==> config.mk <==
export PLATFORM = sky130hd
export DESIGN_NAME = sbt_front
export DESIGN_NICKNAME = d
export VERILOG_FILES = /design/src/hw/rtl/sbt_pkg.sv /design/src/hw/rtl/sbt_front.sv
export SDC_FILE = /design/constraint.sdc
export NUM_CORES = 1
export LEC_CHECK = 0
export ABC_AREA = 1
export BUFFER_PORTS_ARGS = -buffer_cell sky130_fd_sc_hd__buf_2
export CORE_MARGIN = 4
export CORE_UTILIZATION = 43
export CTS_CLUSTER_SIZE = 20
export DETAILED_ROUTE_END_ITERATION = 7
export GPL_TIMING_DRIVEN = 0
export PLACE_DENSITY = 0.63
export SLEW_MARGIN = 25
export SYNTH_ARGS = -nofsm -noshare
export SYNTH_HDL_FRONTEND = slang
export SYNTH_SLANG_ARGS = --single-unit
==> constraint.sdc <==
create_clock -name clk -period 5 [get_ports clk]
set_clock_uncertainty 0.05 [all_clocks]
set_input_delay 0.5 -clock clk [delete_from_list [all_inputs] [get_ports clk]]
set_output_delay 0.5 -clock clk [all_outputs]
set_load 0.02 [all_outputs]
==> src/hw/rtl/sbt_pkg.sv <==
package sbt_pkg;

	// Field widths
	localparam int IDX_W   = 10;
	localparam int AMP_W   = 24;
	localparam int FREQ_W  = 25;
	localparam int RATIO_W = 18;

	// Source bin product: bin index times inverse ratio, Q16
	localparam int PROD_W = IDX_W + RATIO_W;
	// Frequency product: signed frequency times unsigned ratio (sign bit added)
	localparam int FPROD_W = FREQ_W + RATIO_W + 1;
	// Frequency product after dropping the 16 fraction bits
	localparam int FQ_W = FPROD_W - 16;

	// Defaults
	localparam int NUM_BINS_DEF = 513;
	localparam int QUEUE_DEPTH  = 4;

	localparam logic [RATIO_W-1:0] UNITY_Q16 = RATIO_W'(65536);

	// Saturation limits of the output frequency
	localparam logic signed [FQ_W-1:0] FREQ_MAX = FQ_W'(16777215);
	localparam logic signed [FQ_W-1:0] FREQ_MIN = -FQ_W'(16777216);

	// Commands
	localparam logic CMD_STORE = 1'b0;
	localparam logic CMD_READ  = 1'b1;

	// Configuration register indexes
	localparam int CFG_IDX_W = 2;
	localparam logic [CFG_IDX_W-1:0] REG_PITCH_RATIO   = CFG_IDX_W'(0);
	localparam logic [CFG_IDX_W-1:0] REG_INVERSE_RATIO = CFG_IDX_W'(1);

	// Classified operation handed from front to back
	typedef struct packed {
		logic rd;     // read that produces a result
		logic wr;     // store into a bin in range
		logic hit;    // output bin and source bin in range
		logic unity;  // ratio is exactly one
	} sbt_op_t;

endpackage

==> src/hw/rtl/sbt_front.sv <==
module sbt_front import sbt_pkg::*; #(
	parameter int NUM_BINS = NUM_BINS_DEF,
	parameter int ADDR_W   = $clog2(NUM_BINS)
) (
	input  logic                clk,
	input  logic                arst_n,
	input  logic                in_valid,
	output logic                in_ready,
	input  logic                command,
	input  logic [IDX_W-1:0]    bin_index,
	input  logic [AMP_W-1:0]    amp_in,
	input  logic [FREQ_W-1:0]   freq_in,
	input  logic [RATIO_W-1:0]  pitch_ratio,
	input  logic [RATIO_W-1:0]  inverse_ratio,
	output logic                q_valid,
	input  logic                q_ready,
	output sbt_op_t             q_op,
	output logic [ADDR_W-1:0]   q_addr,
	output logic [IDX_W-1:0]    q_bin,
	output logic [AMP_W-1:0]    q_amp,
	output logic [FREQ_W-1:0]   q_freq
);

	logic                v_s1;
	logic                cmd_s1;
	logic [IDX_W-1:0]    bin_s1;
	logic [AMP_W-1:0]    amp_s1;
	logic [FREQ_W-1:0]   freq_s1;
	logic [PROD_W-1:0]   prod_s1;

	logic [PROD_W-1:0]   rnd;
	logic [31:0]         k;
	logic [31:0]         src;
	logic                j_ok;
	logic                k_ok;
	logic                unity;

	assign in_ready = !v_s1 || q_ready;
	assign q_valid  = v_s1;

	// Hold the accepted item and its source bin product
	always_ff @(posedge clk or negedge arst_n) begin
		if (!arst_n) begin
			v_s1 <= 1'b0;
		end else if (in_ready) begin
			v_s1 <= in_valid;
		end
	end

	always_ff @(posedge clk) begin
		if (in_valid && in_ready) begin
			cmd_s1  <= command;
			bin_s1  <= bin_index;
			amp_s1  <= amp_in;
			freq_s1 <= freq_in;
			prod_s1 <= PROD_W'(bin_index) * PROD_W'(inverse_ratio);
		end
	end

	// Round the source bin half up and classify the item
	always_comb begin
		rnd   = prod_s1 + PROD_W'(32768);
		k     = 32'(rnd[PROD_W-1:16]);
		unity = (pitch_ratio == UNITY_Q16);
		j_ok  = 32'(bin_s1) < 32'(NUM_BINS);
		k_ok  = k < 32'(NUM_BINS);
		src   = ((cmd_s1 == CMD_STORE) || unity) ? 32'(bin_s1) : k;

		q_op.rd    = (cmd_s1 == CMD_READ);
		q_op.wr    = (cmd_s1 == CMD_STORE) && j_ok;
		q_op.hit   = j_ok && (unity || k_ok);
		q_op.unity = unity;
		q_addr     = src[ADDR_W-1:0];
		q_bin      = bin_s1;
		q_amp      = amp_s1;
		q_freq     = freq_s1;
	end

endmodule

## Word level (Yosys, flattened, before mapping)

Cells that the tools add are included.

- Bitwise gates (word level): 1
- Equal/unequal tests: 1
- Reduce and logical (&&, ||, !) cells: 7
- Magnitude comparators: 2
- Add/subtract/negate cells: 1
- Mux-type cells: 1
- Multipliers: 1

Operators by type and width:

| kind | number |
|---|---|
| $add 28x16->28 const B | 1 |
| $mul 10x18->28 | 1 |
| $eq 18x17->1 const B | 1 |
| $lt 12x10->1 const B | 1 |
| $lt 10x10->1 const B | 1 |
| $mux 10 | 1 |
| $logic_and 1x1->1 | 3 |
| $logic_or 1x1->1 | 3 |
| $logic_not 1->1 | 1 |
| $not 1->1 | 1 |

- Word-level logic and storage cells: 20
- Output and inout port bits: 75
- Bits in registers: 89

## Longest topological paths before layout

- Word-level depth: 4
- Gate-level depth with buffers: 26
- Depth with buffers taken out: 24

## Least setup slack after synthesis

Ideal clock, no wire load.

- Path type: input port to flip-flop
- Start: input port bin_index[9]
- End: register prod_s1[19], data pin
- Required time: 4.691 ns
- Setup slack: -0.203 ns
- Data arrival time: 4.894 ns
- Stages: 19
- Buffers on the path: 2
- Cell sequence: clkbuf_1 -> clkbuf_1 -> nand2_1 -> fa_1 -> fa_1 -> inv_1 -> fa_1 -> fa_1 -> inv_1 -> fa_1 -> inv_1 -> ha_1 -> nand2_1 -> inv_1 -> a21boi_0 -> nand2_1 -> nand2_1 -> nand3_1 -> xor2_1

- Word-level cells in the longest chain between the ends: 1

RTL lines:

| what | RTL line | source |
|---|---|---|
| start, declared | sbt_front.sv:10 | `input logic [IDX_W-1:0] bin_index,` |
| $mul 10x18->28 | sbt_front.sv:56 | `prod_s1 <= PROD_W'(bin_index) * PROD_W'(inverse_ratio);` |
| end signal, assigned | sbt_front.sv:56 |  |
| end, declared | sbt_front.sv:29 | `logic [PROD_W-1:0] prod_s1;` |

Every way passes these cells.
A chain may end at the register's enable or synchronous reset.

## Worst setup path after layout

- Start: input port bin_index[3]
- End: register prod_s1[27], data pin

Same word-level chain as after synthesis.

==> impl_metrics.py <==
metrics = {
    "routing": {
        "drt_iter0_drc": 356,
        "avgRoutedWirePerCell_um": 15.5,
        "vias": 7146,
        "first_pass_iters": 5,
        "drc": 0,
        "vias_per_cell": 4.80,
        "wirelength_um": 23100,
        "antenna_left": 0,
    },
    "critical_path": {
        "path_buf_inv": 5,
        "cp_slowest_stage_delay_ps": 550,
        "critPathKind": "in -> reg",
        "crit_required_ps": 5030,
        "crit_slowest_cell": "fa_1",
        "path_delay_family": "adder cells",
        "crit_path_end_kind": "flop",
        "cp.arrival_ps": 4860,
        "cp_max_fo": 10,
        "startpoint_type": "primary input",
        "cp_cell_sequence": "buf_6, buf_8, nand2_1, fa_1, inv_1, fa_1, inv_1, fa_1, inv_1, fa_1, fa_1, ha_1, a21o_1, a21boi_2, nand2_1, nand3b_1, nand2_1, nand2_1, nand2_1",
    },
    "sta": {
        "period_minus_slack_ps": 4830,
        "slew_headroom": 0.689,
        "tightest_slew_ps": 467,
        "setup_violations": 0,
        "clock.fmax_mhz": 207,
        "report.final.hold_viol_count": 0,
        "timing.final.crit_share": 0.966,
        "rsz0062_at_grt": "true",
        "slew_violations": 0,
    },
    "job": {
        "max_cap_viol_count": 0,
    },
    "place": {
        "place_area_um2": 10100,
        "dp_cells": 1478,
        "port_buffers": 156,
        "dp_hpwl_um": 19200,
        "gp_congestion": 0.926,
    },
    "grt": {
        "grt_pass1_wl_um": 36900,
        "grt.total_usage": 0.206,
        "gr-total-overflow": 0,
        "antenna_found_initial": 0,
        "grt_start_max_net_pins": 24,
        "grt_pass1_vias": 7318,
    },
    "cells_and_area": {
        "area_delta_synth_final_pct": 21.8,
        "final_area_um2": 10800,
        "insertedDiodeCount": 0,
        "finalNonFillerCells": 1490,
        "layout-drive-gt1-share": 0.222,
        "nets": 1502,
    },
    "yosys": {
        "synth_top_area_share": 0.283,
        "ys_warn_count": 0,
        "synth_seq_area_share": 0.251,
        "synth_cell_types": 38,
        "yosys.area.top_type": "fa_1",
        "synth_edf_count": 73,
        "synth.most_common_cell": "nand2_1",
        "synth_commonest_cells": "308 x nand2_1, 251 x inv_1, 125 x fa_1",
        "async_flop_share": 0.0135,
        "synthesis.nets": 1335,
        "synthTopCellsByArea": "fa_1 28%, edfxtp_1 25%, nand2_1 13%",
        "synth_flop_cell": "edfxtp_1",
        "synth_seq_cells": 74,
        "syn-cell-area_um2": 8840,
        "syn_area_per_cell_um2": 8.44,
        "syn_inst": 1048,
    },
    "clock_network": {
        "clk_latency_ps": 330,
        "tritoncts": "done",
        "cts.sinks": 74,
        "cts.clk_slew.worst_paths_ps": 60,
        "cts-root-buf": "clkbuf_16",
        "cts.path.max_buffers": 2,
        "htreeDepth": 3,
        "cts_buffers": 9,
    },
    "die": {
        "die_w_um": 151,
        "num_rows": 52,
        "start_util": 0.437,
        "dieArea_um2": 22900,
        "core_area_um2": 20200,
        "die_h_um": 151,
        "io_pins": 175,
    },
    "status": {
        "status": "complete, no violations",
    },
    "pwr": {
        "peakVddDrop_v": 0.000400,
        "p_leak_nw": 6.03,
        "p_per_area_nw_per_um2": 559,
    },
    "hold_path": {
        "hold_path.class": "in -> reg",
    },
}
==> cells in the final DEF (no fill, tap or decap), drive strengths merged <==
cell / count
a31oi: 4
a21o: 7
fa: 125
nand4: 8
dfrtp: 1
a21boi: 1
nand2: 319
or2: 3
nor2: 53
xnor2: 1
dlygate4sd3: 1
edfxtp: 73
clkbuf: 30
o21bai: 4
nor3: 7
nor4: 5
ha: 62
nand3: 30
xor2: 8
bufinv: 2
buf: 178
inv: 254
o21ai: 16
nand3b: 4
clkinv: 2
nand2b: 1
a21oi: 21
==> stage by stage <==
stage | worst slack (ps) | hold WS, ps | setup TNS (ps) | total power [mW] | utilization
final | 168 | 294 | 0 | 6.02 | 0.532
after global routing | -31.3 | 278 | -101 | 6.67 | 0.532
after CTS | 21.1 | 282 | 0 | 5.57 | 0.521
after detailed placement | -1020 | 226 | -11710 | 4.76 | 0.499
after global placement | -1200 | 225 | -98180 | 4.73 | 0.494
after floorplan | 2.76 | 154 | 0 | 3.83 | -
==> repair_timing <==
item | 4_1_cts | 5_1_grt
setup buffers | 1 | 2
resized for setup | 41 | 51
setup endpoints to repair | 13 | 13
pin swaps | 0 | 12
hold buffers | 1 | 0
endpoints found under the hold margin | 1 | 0
==> worst register-to-register path, cell delays in order (launching register included) <==
cell and delay, ps:
dfrtp_1 420, a21oi_4 380, buf_8 220, buf_16 170
buf_16 180
==> registers in the layout (all words and copies together), names as in the netlist <==
register	count
q_freq	25
q_amp	24
prod_s1	13
q_bin	10
cmd_s1	1
q_valid	1
==> cell families (layout without fill, tap and decap cells) <==
kind of cell,after synthesis,in the layout,synth area share
adder cells (fa/ha/maj),187,187,0.371
AO/OA/AOI/OAI,53,53,0.0344
flip-flops,74,74,0.251
buffers and inverters,295,467,0.129
XOR/XNOR,9,9,0.00892
AND/OR/NAND/NOR,430,430,0.206
==> report_power, final <==
| part | switching, mW | internal (mW) |
|---|---|---|
| Sequential | 0.0635 | 0.874 |
| Clock | 0.248 | 0.465 |
| Combinational | 2.69 | 1.68 |
==> cell type report <==
class | instances | area (µm²)
clock buffer | 12 | 256
clock inverter | 4 | 73.8
buffer | 33 | 305
multi-input combinational | 679 | 5660
timing repair buffer | 164 | 961
fill | 1922 | 9470
inverter | 254 | 953
sequential | 74 | 2220
tap | 270 | 338
==> worst paths after layout <==
path                                     to    startpoint  depth (start not counted)  slack (ps)
max in group asynchronous           q_valid        arst_n                          2        4380
worst max-delay path            prod_s1[27]  bin_index[3]                         19         170
min in group asynchronous           q_valid        arst_n                          2         440
worst min-delay path               q_amp[3]     amp_in[3]                          1         290
worst min register to register      q_valid       q_valid                          2         550
worst max register to register     q_bin[9]       q_valid                          4        3280
==> routing by layer <==
layer | wire (µm) | global-route usage | vias to the layer above
met4 | 426 | 0.0508 | 0
met5 | 0 | 0 | -
li1 | - | - | 3472
met2 | 11600 | 0.352 | 175
met3 | 1210 | 0.0329 | 31
met1 | 9860 | 0.274 | 3468
Note: power is estimated with default switching activity, not from simulation.
