[config.mk]
export PLATFORM = sky130hd
export DESIGN_NAME = sbt_queue
export DESIGN_NICKNAME = d
export VERILOG_FILES = /design/src/hw/rtl/sbt_pkg.sv /design/src/hw/rtl/sbt_queue.sv
export SDC_FILE = /design/constraint.sdc
export NUM_CORES = 1
export LEC_CHECK = 0
export ABC_AREA = 0
export BUFFER_PORTS_ARGS = -buffer_cell sky130_fd_sc_hd__buf_2
export CAP_MARGIN = 20
export CORE_ASPECT_RATIO = 1.25
export CORE_UTILIZATION = 50
export CTS_CLUSTER_SIZE = 16
export DETAILED_ROUTE_END_ITERATION = 8
export PLACE_DENSITY = 0.74
export SYNTH_ARGS = -nofsm -noshare
export SYNTH_HDL_FRONTEND = slang
export SYNTH_SLANG_ARGS = --single-unit
export TNS_END_PERCENT = 30
[constraint.sdc]
create_clock -name clk -period 1.7 [get_ports clk]
set_input_delay 0.085 -clock clk [delete_from_list [all_inputs] [get_ports clk]]
set_output_delay 0.085 -clock clk [all_outputs]
set_load 0.01 [all_outputs]
[src/hw/rtl/sbt_pkg.sv]
package sbt_pkg;

	// Field widths
	localparam int IDX_W   = 10;
	localparam int AMP_W   = 24;
	localparam int FREQ_W  = 25;
	localparam int RATIO_W = 18;

	// Source bin product: bin index times inverse ratio, Q16
	localparam int PROD_W = IDX_W + RATIO_W;
	// Frequency product: signed frequency times unsigned ratio (sign bit added)
	localparam int FPROD_W = FREQ_W + RATIO_W + 1;
	// Frequency product after dropping the 16 fraction bits
	localparam int FQ_W = FPROD_W - 16;

	// Defaults
	localparam int NUM_BINS_DEF = 513;
	localparam int QUEUE_DEPTH  = 4;

	localparam logic [RATIO_W-1:0] UNITY_Q16 = RATIO_W'(65536);

	// Saturation limits of the output frequency
	localparam logic signed [FQ_W-1:0] FREQ_MAX = FQ_W'(16777215);
	localparam logic signed [FQ_W-1:0] FREQ_MIN = -FQ_W'(16777216);

	// Commands
	localparam logic CMD_STORE = 1'b0;
	localparam logic CMD_READ  = 1'b1;

	// Configuration register indexes
	localparam int CFG_IDX_W = 2;
	localparam logic [CFG_IDX_W-1:0] REG_PITCH_RATIO   = CFG_IDX_W'(0);
	localparam logic [CFG_IDX_W-1:0] REG_INVERSE_RATIO = CFG_IDX_W'(1);

	// Classified operation handed from front to back
	typedef struct packed {
		logic rd;     // read that produces a result
		logic wr;     // store into a bin in range
		logic hit;    // output bin and source bin in range
		logic unity;  // ratio is exactly one
	} sbt_op_t;

endpackage

[src/hw/rtl/sbt_queue.sv]
module sbt_queue import sbt_pkg::*; #(
	parameter int WIDTH = 8,
	parameter int DEPTH = QUEUE_DEPTH
) (
	input  logic             clk,
	input  logic             arst_n,
	input  logic             push_valid,
	output logic             push_ready,
	input  logic [WIDTH-1:0] push_data,
	output logic             pop_valid,
	input  logic             pop_ready,
	output logic [WIDTH-1:0] pop_data
);

	localparam int PTR_W = (DEPTH > 1) ? $clog2(DEPTH) : 1;
	localparam int CNT_W = $clog2(DEPTH + 1);

	logic [WIDTH-1:0] slot_q [DEPTH];
	logic [PTR_W-1:0] wr_ptr_q;
	logic [PTR_W-1:0] rd_ptr_q;
	logic [CNT_W-1:0] count_q;
	logic             push;
	logic             pop;

	assign push_ready = (count_q != CNT_W'(DEPTH));
	assign pop_valid  = (count_q != '0);
	assign pop_data   = slot_q[rd_ptr_q];
	assign push       = push_valid && push_ready;
	assign pop        = pop_valid && pop_ready;

	// Advance pointers and occupancy
	always_ff @(posedge clk or negedge arst_n) begin
		if (!arst_n) begin
			wr_ptr_q <= '0;
			rd_ptr_q <= '0;
			count_q  <= '0;
		end else begin
			if (push) begin
				wr_ptr_q <= (wr_ptr_q == PTR_W'(DEPTH - 1)) ? '0 : wr_ptr_q + 1'b1;
			end
			if (pop) begin
				rd_ptr_q <= (rd_ptr_q == PTR_W'(DEPTH - 1)) ? '0 : rd_ptr_q + 1'b1;
			end
			if (push && !pop) begin
				count_q <= count_q + 1'b1;
			end else if (pop && !push) begin
				count_q <= count_q - 1'b1;
			end
		end
	end

	// Write the entry
	always_ff @(posedge clk) begin
		if (push) begin
			slot_q[wr_ptr_q] <= push_data;
		end
	end

endmodule

== Word-level counts from Yosys, hierarchy flattened ==
Memories as Yosys holds them, arrays and structs flattened.
Cells that the tools add are included.

* Flip-flop bits (word level): 7
* RAM bits: 32
* Bits of input ports: 12
* Output and inout bits: 10
* Logic and storage cells: 25
* Memories: 1

{| class="wikitable"
|+ Memories
! memory !! words !! width !! read ports !! clocked after Yosys merged registers in !! wr ports !! RTL line !! RTL
|-
| slot_q || 4 || 8 || 1 || 0 || 1 || sbt_queue.sv:18 || <nowiki>logic [WIDTH-1:0] slot_q [DEPTH];</nowiki>
|}

* Add/sub/neg operators: 4
* Equal/unequal tests: 3
* Multiplexer cells: 6
* Reduce and logical (&&, ||, !) cells: 8

{| class="wikitable"
|+ Operators with widths
! kind !! number
|-
| 3-bit 2-to-1 mux || 2
|-
| 2-bit by 1-bit adder with 2-bit output, second input constant || 2
|-
| 2-bit == test, second input constant || 2
|-
| 1-bit logical AND || 4
|-
| 2-bit 2-to-1 mux || 2
|-
| 3-bit by 1-bit adder with 3-bit output, second input constant || 1
|-
| 3-bit != test, second input constant || 1
|-
| 3-bit nonzero test || 1
|-
| 3-bit by 1-bit subtractor with 3-bit output, second input constant || 1
|-
| 1-bit logical NOT || 2
|-
| 1-bit 2-to-1 mux || 2
|-
| 2-bit nonzero test || 1
|}

== Logic depth before layout (Yosys ltp) ==
Gate-level depths: netlist of the first run.

* Depth in word-level cells: 6
* Mapped depth: 8
* Gate-level depth less buffers: 8

== Worst setup path before layout of the first run ==
No wires, ideal clock.

* Path kind: register to register
* Start point: reg count_q[2]
* End point: reg count_q[2]
* Setup time: 79 ps
* Arrival: 1885 ps
* Required time: 1621 ps
* Path slack: -265 ps
* Stages on the path, launching flop included: 9
* Buffers on the path: 0
* Clock period less this slack: 1965 ps
* Path through: dfrtp_1 -> or3_4 -> nand2_4 -> ha_1 -> inv_1 -> fa_1 -> xor2_1 -> nor2_1 -> xor2_1

* Longest elaborated chain between the ends: 5
* Elaborated cells on any way between the ends: 13
* Classes of those cells: add/sub (2); eq/ne (1); mux (2); reduce/logical (8)

{| class="wikitable"
|+ RTL lines
! element !! RTL line !! RTL
|-
| start, declared || sbt_queue.sv:21 || <nowiki>logic [CNT_W-1:0] count_q;</nowiki>
|-
| start signal, assigned || sbt_queue.sv:45 || <nowiki>count_q <= count_q + 1'b1;</nowiki>
|-
| start signal, assigned || sbt_queue.sv:47 || <nowiki>count_q <= count_q - 1'b1;</nowiki>
|-
| 3-bit nonzero test * || sbt_queue.sv:26 || <nowiki>assign pop_valid = (count_q != '0);</nowiki>
|-
| net pop_valid || sbt_queue.sv:10 || <nowiki>output logic pop_valid,</nowiki>
|-
| 1-bit logical AND * || sbt_queue.sv:29 || <nowiki>assign pop = pop_valid && pop_ready;</nowiki>
|-
| 1-bit logical NOT || sbt_queue.sv:44 || <nowiki>if (push && !pop) begin</nowiki>
|-
| 1-bit logical AND || sbt_queue.sv:44 ||
|-
| 3-bit 2-to-1 mux / 2-bit nonzero test (equally long branches) || - ||
|}

Mark *: on every way through the listed nets, which the timed path passes. The rest lies on a longest branch. The select of a mux whose other input is x is not followed.
A chain may end at the register's enable or synchronous reset.

== Worst setup path after layout of the first run ==
* Start point: reg count_q[0]
* End point: reg count_q[2]

* Longest elaborated chain between the ends: 5
* Elaborated cells on any way between the ends: 13
* Classes of those cells: add/sub (2); eq/ne (1); mux (2); reduce/logical (8)

{| class="wikitable"
|+ RTL lines
! element
|-
| branches (longest 5 deep; another with 3-bit by 1-bit subtractor with 3-bit output)
|}

Parallel ways; which one is timed is not known. The select of a mux whose other input is x is not followed.

==> results.md, run 1 <==
* Cell leakage power at 0.829 nW
* CTS tree: built
* Total grt overflow at 0
* Worst slew pin tran at 0.436 ns
* Gr usage total at 0.178
* Avg Inst Size Synth at 20.2 um^2
* Worst skew pair latency at 0.34 ns
* Layout cells sized above 1 at 0.504
* Routed vias at 850
* CTS max path bufs at 2
* Post-Synth Simple-Gate Area at 0.0415
* Clock transition at the registers of the reported paths at 0.11 ns
* FP Rows at 22
* Antenna viol nets, final at 0
* Crit-path max FO at 2
* Crit share post-route at 1.08
* Post-synth net total at 98
* Status: finished, violations left
* Final Skew at 0.00526 ns
* Fin util at 0.699
* Mapped Area at 1600 um^2
* Post-synthesis xor/xnor area fraction at 0.0164
* Core box area at 3000 um^2
* Maxcap violations at 0
* Share of the synthesized area in the top cell type at 0.601
* Failing checks: negative setup slack
* Layout area overhead at 31.2%
* Critical path arrival at 2.10 ns
* Boundary Pins at 22
* Vias per cell at 4.97
* Crit end category: register
* Final WS setup at -0.133 ns
* Largest family of logic cells by synthesized area: multiplexers
* Req. time, crit path at 1.97 ns
* Critical setup path kind: register to register
* Min Tclk post-route at 1.83 ns
* PwrDens at 1610 nW/um^2
* Count of final setup violators at 2
* Drc violations at 0
* WL final at 2590 um
* Place WS at -0.149 ns
* Gate Count Post-Synth at 79
* First-pass GRT wire length at 4040 um
* Initial Util at 0.533
* Drt wl/cell at 15.2 um
* Adder-cell share of the synthesized area at 0.0595
* Synth area leader: edfxtp_1
* Initial drt markers at 13
* NumNets Final at 153
* Mux contribution to synthesized area at 0.153
* Antenna diode instance count at 0
* Final GP Congestion at 0.797
* First drt pass iteration count at 2
* Area fraction in compound gates after synthesis at 0.00704
* Die width at 52.6 um
* Initial antenna violation count at 0
* Slew margin rel. at 0.710
* CTS sink count at 39
* Largest net degree at the start of global routing at 12
* Yosys cell types at 18
* Maximum vdd drop at 0.00108 V
* Synth warn at 0
* Fmax at 546 MHz
* Total CTS buffers at 5
* FF+latch area at 1140 um^2
* CTS Root Cell: clkbuf_4
* Slew Limit Fails at 0
* H-tree depth at 2
* RSZ-0062 raised after global routing: true
* Port bufs at 21
* Multi-input gate area at 464 um^2
* # fillers at 195
* Final Hold Vio Count at 0
* CP startpoint kind: register
* Vias in the first global route at 919
* Height of the die at 65.2 um
* Detail Placement HPWL at 1770 um
* Die area at 3430 um^2
* Top cells by area, synth: edfxtp_1, mux4_2, dfrtp_1
* Hold Crit Class: primary input to asynchronous set/reset pin
* Synthesized flop and latch total at 39
* Sequential-to-total area share from yosys stat at 0.710
## Yosys cell counts
cell and number:
fa_1 1, and2_1 4, dfrtp_1 7, a21boi_2 1, mux2_4 2, ha_1 6
xnor2_1 1, xor2_1 2, clkbuf_1 1, inv_1 3, buf_2 1, mux2_2 3
nand2_1 1, or3_4 1, nor2_1 4, nand2_4 1, edfxtp_1 32, mux4_2 8
## registers in the layout (all words and copies together), names as in the netlist
signal / cells
count_q: 3
rd_ptr_q: 2
slot_q: 32
wr_ptr_q: 2
## logic make-up (layout without fill, tap and decap cells)
family,Yosys count,in the layout
DFF,39,39
AOI/OAI and AO/OA,1,1
and+or+nand+nor,11,11
xor gates and xnor gates,3,3
muxes,13,13
adders and majority gates,7,7
buffers and inverters,5,61
## metal layers
| metal | up-vias | global-route usage | wire (um) |
|---|---|---|---|
| met5 | - | 0 | 0 |
| met1 | 418 | 0.195 | 1040 |
| met4 | 0 | 0.109 | 73 |
| met3 | 7 | 0.0486 | 71 |
| li1 | 411 | - | - |
| met2 | 14 | 0.297 | 1410 |
## worst paths after layout
path                            cells past startpoint  slack, ns        start           to
worst max-delay path                                8      -0.13   count_q[0]   count_q[2]
worst min-delay path                                2       0.09       arst_n  rd_ptr_q[1]
worst max register to register                      8      -0.13   count_q[0]   count_q[2]
worst min register to register                      1       0.59  wr_ptr_q[1]  wr_ptr_q[1]
max in group asynchronous                           2       1.44       arst_n  rd_ptr_q[0]
min in group clk                                    4       0.17    pop_ready   count_q[0]
## through the flow
stage | power [mW] | cells | setup TNS [ns] | hold slack (ns) | area, um^2
2_1_floorplan | 2.23 | 79 | -0.340 | -0.211 | 1610
3_3_place_gp | 2.70 | 149 | -0.164 | -0.0734 | 1880
3_5_place_dp | 2.76 | 149 | -0.271 | -0.0720 | 1880
4_1_cts | 3.28 | 169 | -0.270 | 0.0787 | 2050
5_1_grt | 3.57 | 171 | -0.564 | 0.104 | 2100
6_report | 3.37 | 171 | -0.266 | 0.0929 | 2100
## critical path, cell delays in order (launching register included)
cell and delay [ns]:
dfrtp_1 0.40, or3_4 0.40, nand2_4 0.08, ha_4 0.13
inv_2 0.03, fa_2 0.32, xor2_1 0.14, nor2_1 0.11
xor2_1 0.14
## power breakdown
part	internal, mW	switching, mW	total (mW)
clock	0.161	0.283	0.444
combinational	0.890	0.592	1.48
sequential	1.29	0.150	1.44
## timing repair
item | 4_1_cts | 5_1_grt
pin swaps | 3 | 0
gates resized for setup | 4 | 6
setup buffers | 3 | 2
endpoints found under the setup margin | 8 | 8
endpoints found under the hold margin | 39 | 0
hold buffers | 9 | 0
## cell usage in the layout, fill, tap and decap left out, types with 4 or more instances in the layout
cell / synthesis / layout
and2_1: 4 / 4
edfxtp_1: 32 / 32
buf_6: 0 / 6
dlygate4sd3_1: 0 / 9
ha_1: 6 / 5
mux4_2: 8 / 8
buf_2: 1 / 17
buf_4: 0 / 17
dfrtp_1: 7 / 6
clkbuf_4: 0 / 5
## final cells by class
type,count,share of cell area
flip-flops and latches,39,0.542
multi-input cells,35,0.221
repair buffers,50,0.186
clock buffers,7,0.0215
well taps,36,0.0215
inverters,3,0.00537
clock inverters,1,0.00239
Note: power is estimated with default switching activity, not from simulation.
==> run 2: changes to the inputs <==
--- a/config.mk
+++ b/config.mk
@@ -8,11 +8,13 @@
 export ABC_AREA = 0
 export BUFFER_PORTS_ARGS = -buffer_cell sky130_fd_sc_hd__buf_2
 export CAP_MARGIN = 20
+export CELL_PAD_IN_SITES_DETAIL_PLACEMENT = 0
+export CELL_PAD_IN_SITES_GLOBAL_PLACEMENT = 1
 export CORE_ASPECT_RATIO = 1.25
-export CORE_UTILIZATION = 50
+export CORE_UTILIZATION = 43
 export CTS_CLUSTER_SIZE = 16
 export DETAILED_ROUTE_END_ITERATION = 8
-export PLACE_DENSITY = 0.74
+export PLACE_DENSITY_LB_ADDON = 0.1
 export SYNTH_ARGS = -nofsm -noshare
 export SYNTH_HDL_FRONTEND = slang
 export SYNTH_SLANG_ARGS = --single-unit
==> run 2 against run 1 <==
Effect of this change:
- the flow still finishes with violations (negative setup slack)
- die area up 16%
- cell count down 5.3%
- clock-buffer cell count unchanged
- critical endpoint unchanged
==> results.md, run 2 (synthesized netlist as in run 1, its figures left out) <==
* Switch share at 0.293
* Final WS setup at -0.132 ns
* Crit-path max FO at 2
* First-pass GRT wire length at 4330 um
* Port bufs at 21
* Final Skew at 0.00207 ns
* Min Tclk post-route at 1.83 ns
* Layout cells sized above 1 at 0.512
* Failing checks: negative setup slack
* Slew Limit Fails at 0
* CP startpoint kind: register
* CTS tree: built
* Boundary Pins at 22
* DP Cell Count at 150
* NetSw at 991 uW
* CTS Root Cell: clkbuf_8
* Drc violations at 0
* CTS max path bufs at 2
* Routed vias at 788
* Vias per cell at 4.86
* Initial Util at 0.455
* Die width at 56.5 um
* Most common cell after layout, fill and taps aside: edfxtp_1
* CTS sink count at 39
* Fin util at 0.576
* RSZ-0062 raised after global routing: true
* Layout area overhead at 26.5%
* First drt pass iteration count at 3
* Detail Placement HPWL at 1760 um
* H-tree depth at 2
* Fmax at 546 MHz
* Critical path arrival at 2.04 ns
* Worst skew pair latency at 0.28 ns
* Worst slew pin tran at 0.451 ns
* Critical-path top delay cell: or3_4
* Slew margin rel. at 0.700
* Crit share post-route at 1.08
* Number of flip-flops in the largest register at 32
* Drt wl/cell at 15.1 um
* Most frequent cells in the layout: edfxtp_1, buf_2, buf_4
* # fillers at 280
* Antenna diode instance count at 0
* Non-Filler Instances at 162
* Total grt overflow at 0
* Max incr delay on CP at 0.41 ns
* Internal power at 2.39 mW
* Clock power share at 0.168
* Largest net degree at the start of global routing at 12
* Status: finished, violations left
* Maximum vdd drop at 0.000970 V
* Initial antenna violation count at 0
* Gate power share at 0.411
* Crit-path cells: or3_4 > nand2_4 > ha_4 > inv_2 > fa_2 > xor2_1 > nor2_1 > xor2_1
* WL final at 2440 um
* Clock transition at the registers of the reported paths at 0.07 ns
* Biggest register: slot_q
* Cell family contributing the most delay on the critical path: simple AND/OR/NAND/NOR gates
* Req. time, crit path at 1.91 ns
* Height of the die at 70.2 um
* Reg power frac at 0.421
* Worst path most repeated cell: xor2_1
* Crit end category: register
* Total CTS buffers at 5
* NumNets Final at 141
* Final GP Congestion at 0.661
* Vias in the first global route at 898
* Worst path bufs/invs at 1
* PwrDens at 1670 nW/um^2
* Die area at 3970 um^2
* Critical setup path kind: register to register
* Biggest regs: slot_q (32), count_q (3)
* Setup TNS at -0.240 ns
* FP Rows at 24
* Hold Crit Class: primary input to register
* Initial drt markers at 18
* Cell leakage power at 0.783 nW
* Final Hold Vio Count at 0
* Antenna viol nets, final at 0
* Gr usage total at 0.156
* Core box area at 3510 um^2
* Count of final setup violators at 2
* Maxcap violations at 0
run 2: what timing repair did:
| action | CTS | global route |
|---|---|---|
| resized for setup | 1 | 1 |
| setup endpoints to repair | 2 | 2 |
| hold buffers | 1 | 0 |
| cloned | 0 | 0 |
| pin swaps | 2 | 0 |
| hold endpoints to repair | 7 | 0 |
| setup buffers | 3 | 0 |
run 2: area by class of cell:
| type | count | area [um^2] | area share |
|---|---|---|---|
| Multi-Input combinational cell | 35 | 460 | 0.228 |
| Clock buffer | 7 | 76.3 | 0.0377 |
| Sequential cell | 39 | 1140 | 0.562 |
| Timing Repair Buffer | 38 | 285 | 0.141 |
| Tap cell | 39 | 48.8 | 0.0241 |
| Inverter | 3 | 11.3 | 0.00557 |
| Clock inverter | 1 | 5.00 | 0.00247 |
run 2: stage by stage:
step / total power [mW] / worst slack, ns / instance area (um^2) / hold WS (ns)
final: 3.38 / -0.132 / 2020 / 0.0124
after global routing: 3.64 / -0.282 / 2020 / 0.00687
after CTS: 3.45 / -0.140 / 2020 / 0.0000718
after detailed placement: 2.81 / -0.170 / 1910 / -0.0662
after global placement: 2.76 / -0.116 / 1910 / -0.0708
after floorplan: 2.23 / -0.183 / 1610 / -0.211
run 2: metal layers:
layer	vias up	wire (um)	track usage
li1	387	-	-
met1	375	878	0.149
met2	20	1360	0.282
met5	-	0	0
met4	0	57	0.0732
met3	6	145	0.0630
run 2: final timing paths:
check,startpoint,endpoint,slack (ns),cells after the start
setup / recovery,count_q[1],count_q[2],-0.13,8
hold / removal,push_data[5],slot_q[0][5],0.01,1
setup reg to reg,count_q[1],count_q[2],-0.13,8
hold reg to reg,wr_ptr_q[1],wr_ptr_q[1],0.58,1
max in group asynchronous,arst_n,rd_ptr_q[1],1.38,2
min in group asynchronous,arst_n,count_q[0],0.16,2
run 2: power groups by stage:
stage          logic [mW]  registers, mW  clock network (mW)
2_1_floorplan       0.821           1.41                   0
3_5_place_dp         1.35           1.46                   0
5_1_grt              1.55           1.46               0.631
3_3_place_gp         1.32           1.44                   0
6_report             1.39           1.43               0.567
4_1_cts              1.42           1.43               0.595
==> run 3: changes to the inputs <==
--- a/config.mk
+++ b/config.mk
@@ -11,7 +11,7 @@
 export CELL_PAD_IN_SITES_DETAIL_PLACEMENT = 0
 export CELL_PAD_IN_SITES_GLOBAL_PLACEMENT = 1
 export CORE_ASPECT_RATIO = 1.25
-export CORE_UTILIZATION = 43
+export CORE_UTILIZATION = 48
 export CTS_CLUSTER_SIZE = 16
 export DETAILED_ROUTE_END_ITERATION = 8
 export PLACE_DENSITY_LB_ADDON = 0.1
==> constraint.sdc (replaced) <==
create_clock -name clk -period 1.8 [get_ports clk]
set_input_delay 0.09 -clock clk [delete_from_list [all_inputs] [get_ports clk]]
set_output_delay 0.09 -clock clk [all_outputs]
set_load 0.01 [all_outputs]
==> run 3 against run 2 <==
Effect of this change:
- critical endpoint unchanged
- worst hold slack better by 0.0094 ns
- register-to-register slack better by 0.11 ns
- core utilization is 5.4 points higher
- highest routed layer unchanged
- sequential power barely moved
- the run still ends with negative setup slack left
==> results.md, run 3 (synthesized netlist as in run 1, its figures left out) <==
* Maximum vdd drop at 0.00101 V
* Critical-path top delay cell: or3_4
* Hold Crit Class: primary input to register
* Critical path arrival at 2.02 ns
* Crit-path max FO at 2
* Drt wl/cell at 15.1 um
* Status: finished, violations left
* Initial drt markers at 10
* Worst path most repeated cell: xor2_1
* Drc violations at 0
* Crit-path cells: or3_4 > nand2_4 > ha_4 > inv_2 > fa_2 > xor2_1 > nor2_1 > xor2_1
* Slew Limit Fails at 0
* # fillers at 224
* Critical setup path kind: register to register
* Post-route cell area at 2010 um^2
* Failing checks: negative setup slack
* Final Hold Vio Count at 0
* Worst skew pair latency at 0.28 ns
* First-pass GRT wire length at 3860 um
* Min Tclk post-route at 1.82 ns
* Final WS setup at -0.0181 ns
* Layout cells sized above 1 at 0.504
* Initial antenna violation count at 0
* Vias in the first global route at 830
* Metal1 wirelength at 881 um
* Top layer in use: met4
* Vias per cell at 5.16
* Met3 routed WL at 126 um
* Post-DP Area at 1880 um^2
* Crit share post-route at 1.01
* Total CTS buffers at 5
* Gr usage total at 0.165
* Clock transition at the registers of the reported paths at 0.07 ns
* Max incr delay on CP at 0.40 ns
* Routed vias at 795
* CTS max path bufs at 2
* CP startpoint kind: register
* CTS Root Cell: clkbuf_8
* PwrDens at 1620 nW/um^2
* Number of flip-flops in the largest register at 32
* Antenna diode instance count at 0
* Fmax at 550 MHz
* Crit end category: register
* Boundary Pins at 22
* Height of the die at 66.5 um
* Final Skew at 0.00832 ns
* WL final at 2320 um
* RSZ-0062 raised after global routing: true
* Antenna viol nets, final at 0
* Maxcap violations at 0
* Met2 WL at 1270 um
* CTS tree: built
* First drt pass iteration count at 3
* Most common cell after layout, fill and taps aside: edfxtp_1
* Fin util at 0.629
* Total grt overflow at 0
* Core box area at 3190 um^2
* Final GP Congestion at 0.649
* FP Rows at 23
* Slew margin rel. at 0.711
* H-tree depth at 2
* Worst slew pin tran at 0.434 ns
* Largest net degree at the start of global routing at 13
* Die width at 53.6 um
* NumNets Final at 135
* Port bufs at 21
* Biggest regs: slot_q (32), count_q (3)
* Count of final setup violators at 1
* Initial Util at 0.501
* Die area at 3570 um^2
* Req. time, crit path at 2.00 ns
* Biggest register: slot_q
* Most frequent cells in the layout: edfxtp_1, buf_2, mux4_2
* Layout area overhead at 25.7%
* Cell leakage power at 0.772 nW
* CTS sink count at 39
[run 3: changes by cell type in the layout (fill, tap and decap cells not counted), sizes merged]
cell and change:
buf -6, bufinv +1, clkbuf -1
[run 3: routing by layer]
metal	vias to the layer above	GRT usage
met5	-	0
met4	0	0.0789
met3	5	0.0639
met2	19	0.275
met1	398	0.177
li1	373	-
[run 3: repair_timing]
item                       CTS  global route
resized for setup            1             1
setup endpoints to repair   10             2
hold endpoints to repair     7             0
hold buffers                 1             0
buffers inserted             0             0
pin swaps                    3             0
[run 3: worst max-delay path: cells and delay by family, from the launching register on]
family / cells / cell delay (ns)
AND/OR/NAND/NOR: 3 / 0.59
adder cells (fa/ha/maj): 2 / 0.45
flip-flops: 1 / 0.39
XOR/XNOR: 2 / 0.28
buffers and inverters: 1 / 0.03
[run 3: final cells by class]
class	instances	area (um^2)	share of cell area
flip-flops and latches	39	1140	0.566
repair buffers	32	240	0.119
inverters	3	11.3	0.00560
multi-input cells	35	458	0.228
clock inverters	2	35.0	0.0174
well taps	37	46.3	0.0230
clock buffers	6	82.6	0.0411
[run 3: per-stage QoR]
step	power (mW)	std cells	hold WS, ns	TNS [ns]	worst slack [ns]
2_1_floorplan	2.10	79	-0.206	-0.140	-0.0833
3_3_place_gp	2.54	145	-0.0680	-0.0150	-0.0150
3_5_place_dp	2.59	145	-0.0621	-0.0525	-0.0496
4_1_cts	3.32	154	0.0151	-0.0437	-0.0389
5_1_grt	3.50	154	0.00961	-0.178	-0.125
6_report	3.27	154	0.0218	-0.0181	-0.0181
[run 3: path summary, 6_finish.rpt]
kind / startpoint / cells after the start / slack (ns) / endpoint
setup / recovery: count_q[2] / 8 / -0.02 / count_q[2]
hold / removal: push_data[7] / 1 / 0.02 / slot_q[1][7]
setup reg to reg: count_q[2] / 8 / -0.02 / count_q[2]
hold reg to reg: wr_ptr_q[1] / 1 / 0.58 / wr_ptr_q[1]
max in group asynchronous: arst_n / 2 / 1.46 / rd_ptr_q[0]
min in group asynchronous: arst_n / 2 / 0.16 / rd_ptr_q[0]
[run 3: power breakdown]
group	leakage (nW)	switching, mW	internal, mW	total (mW)
Combinational	0.336	0.453	0.678	1.13
Sequential	0.374	0.185	1.22	1.41
Clock	0.0612	0.278	0.448	0.726
Total	0.772	0.916	2.35	3.27
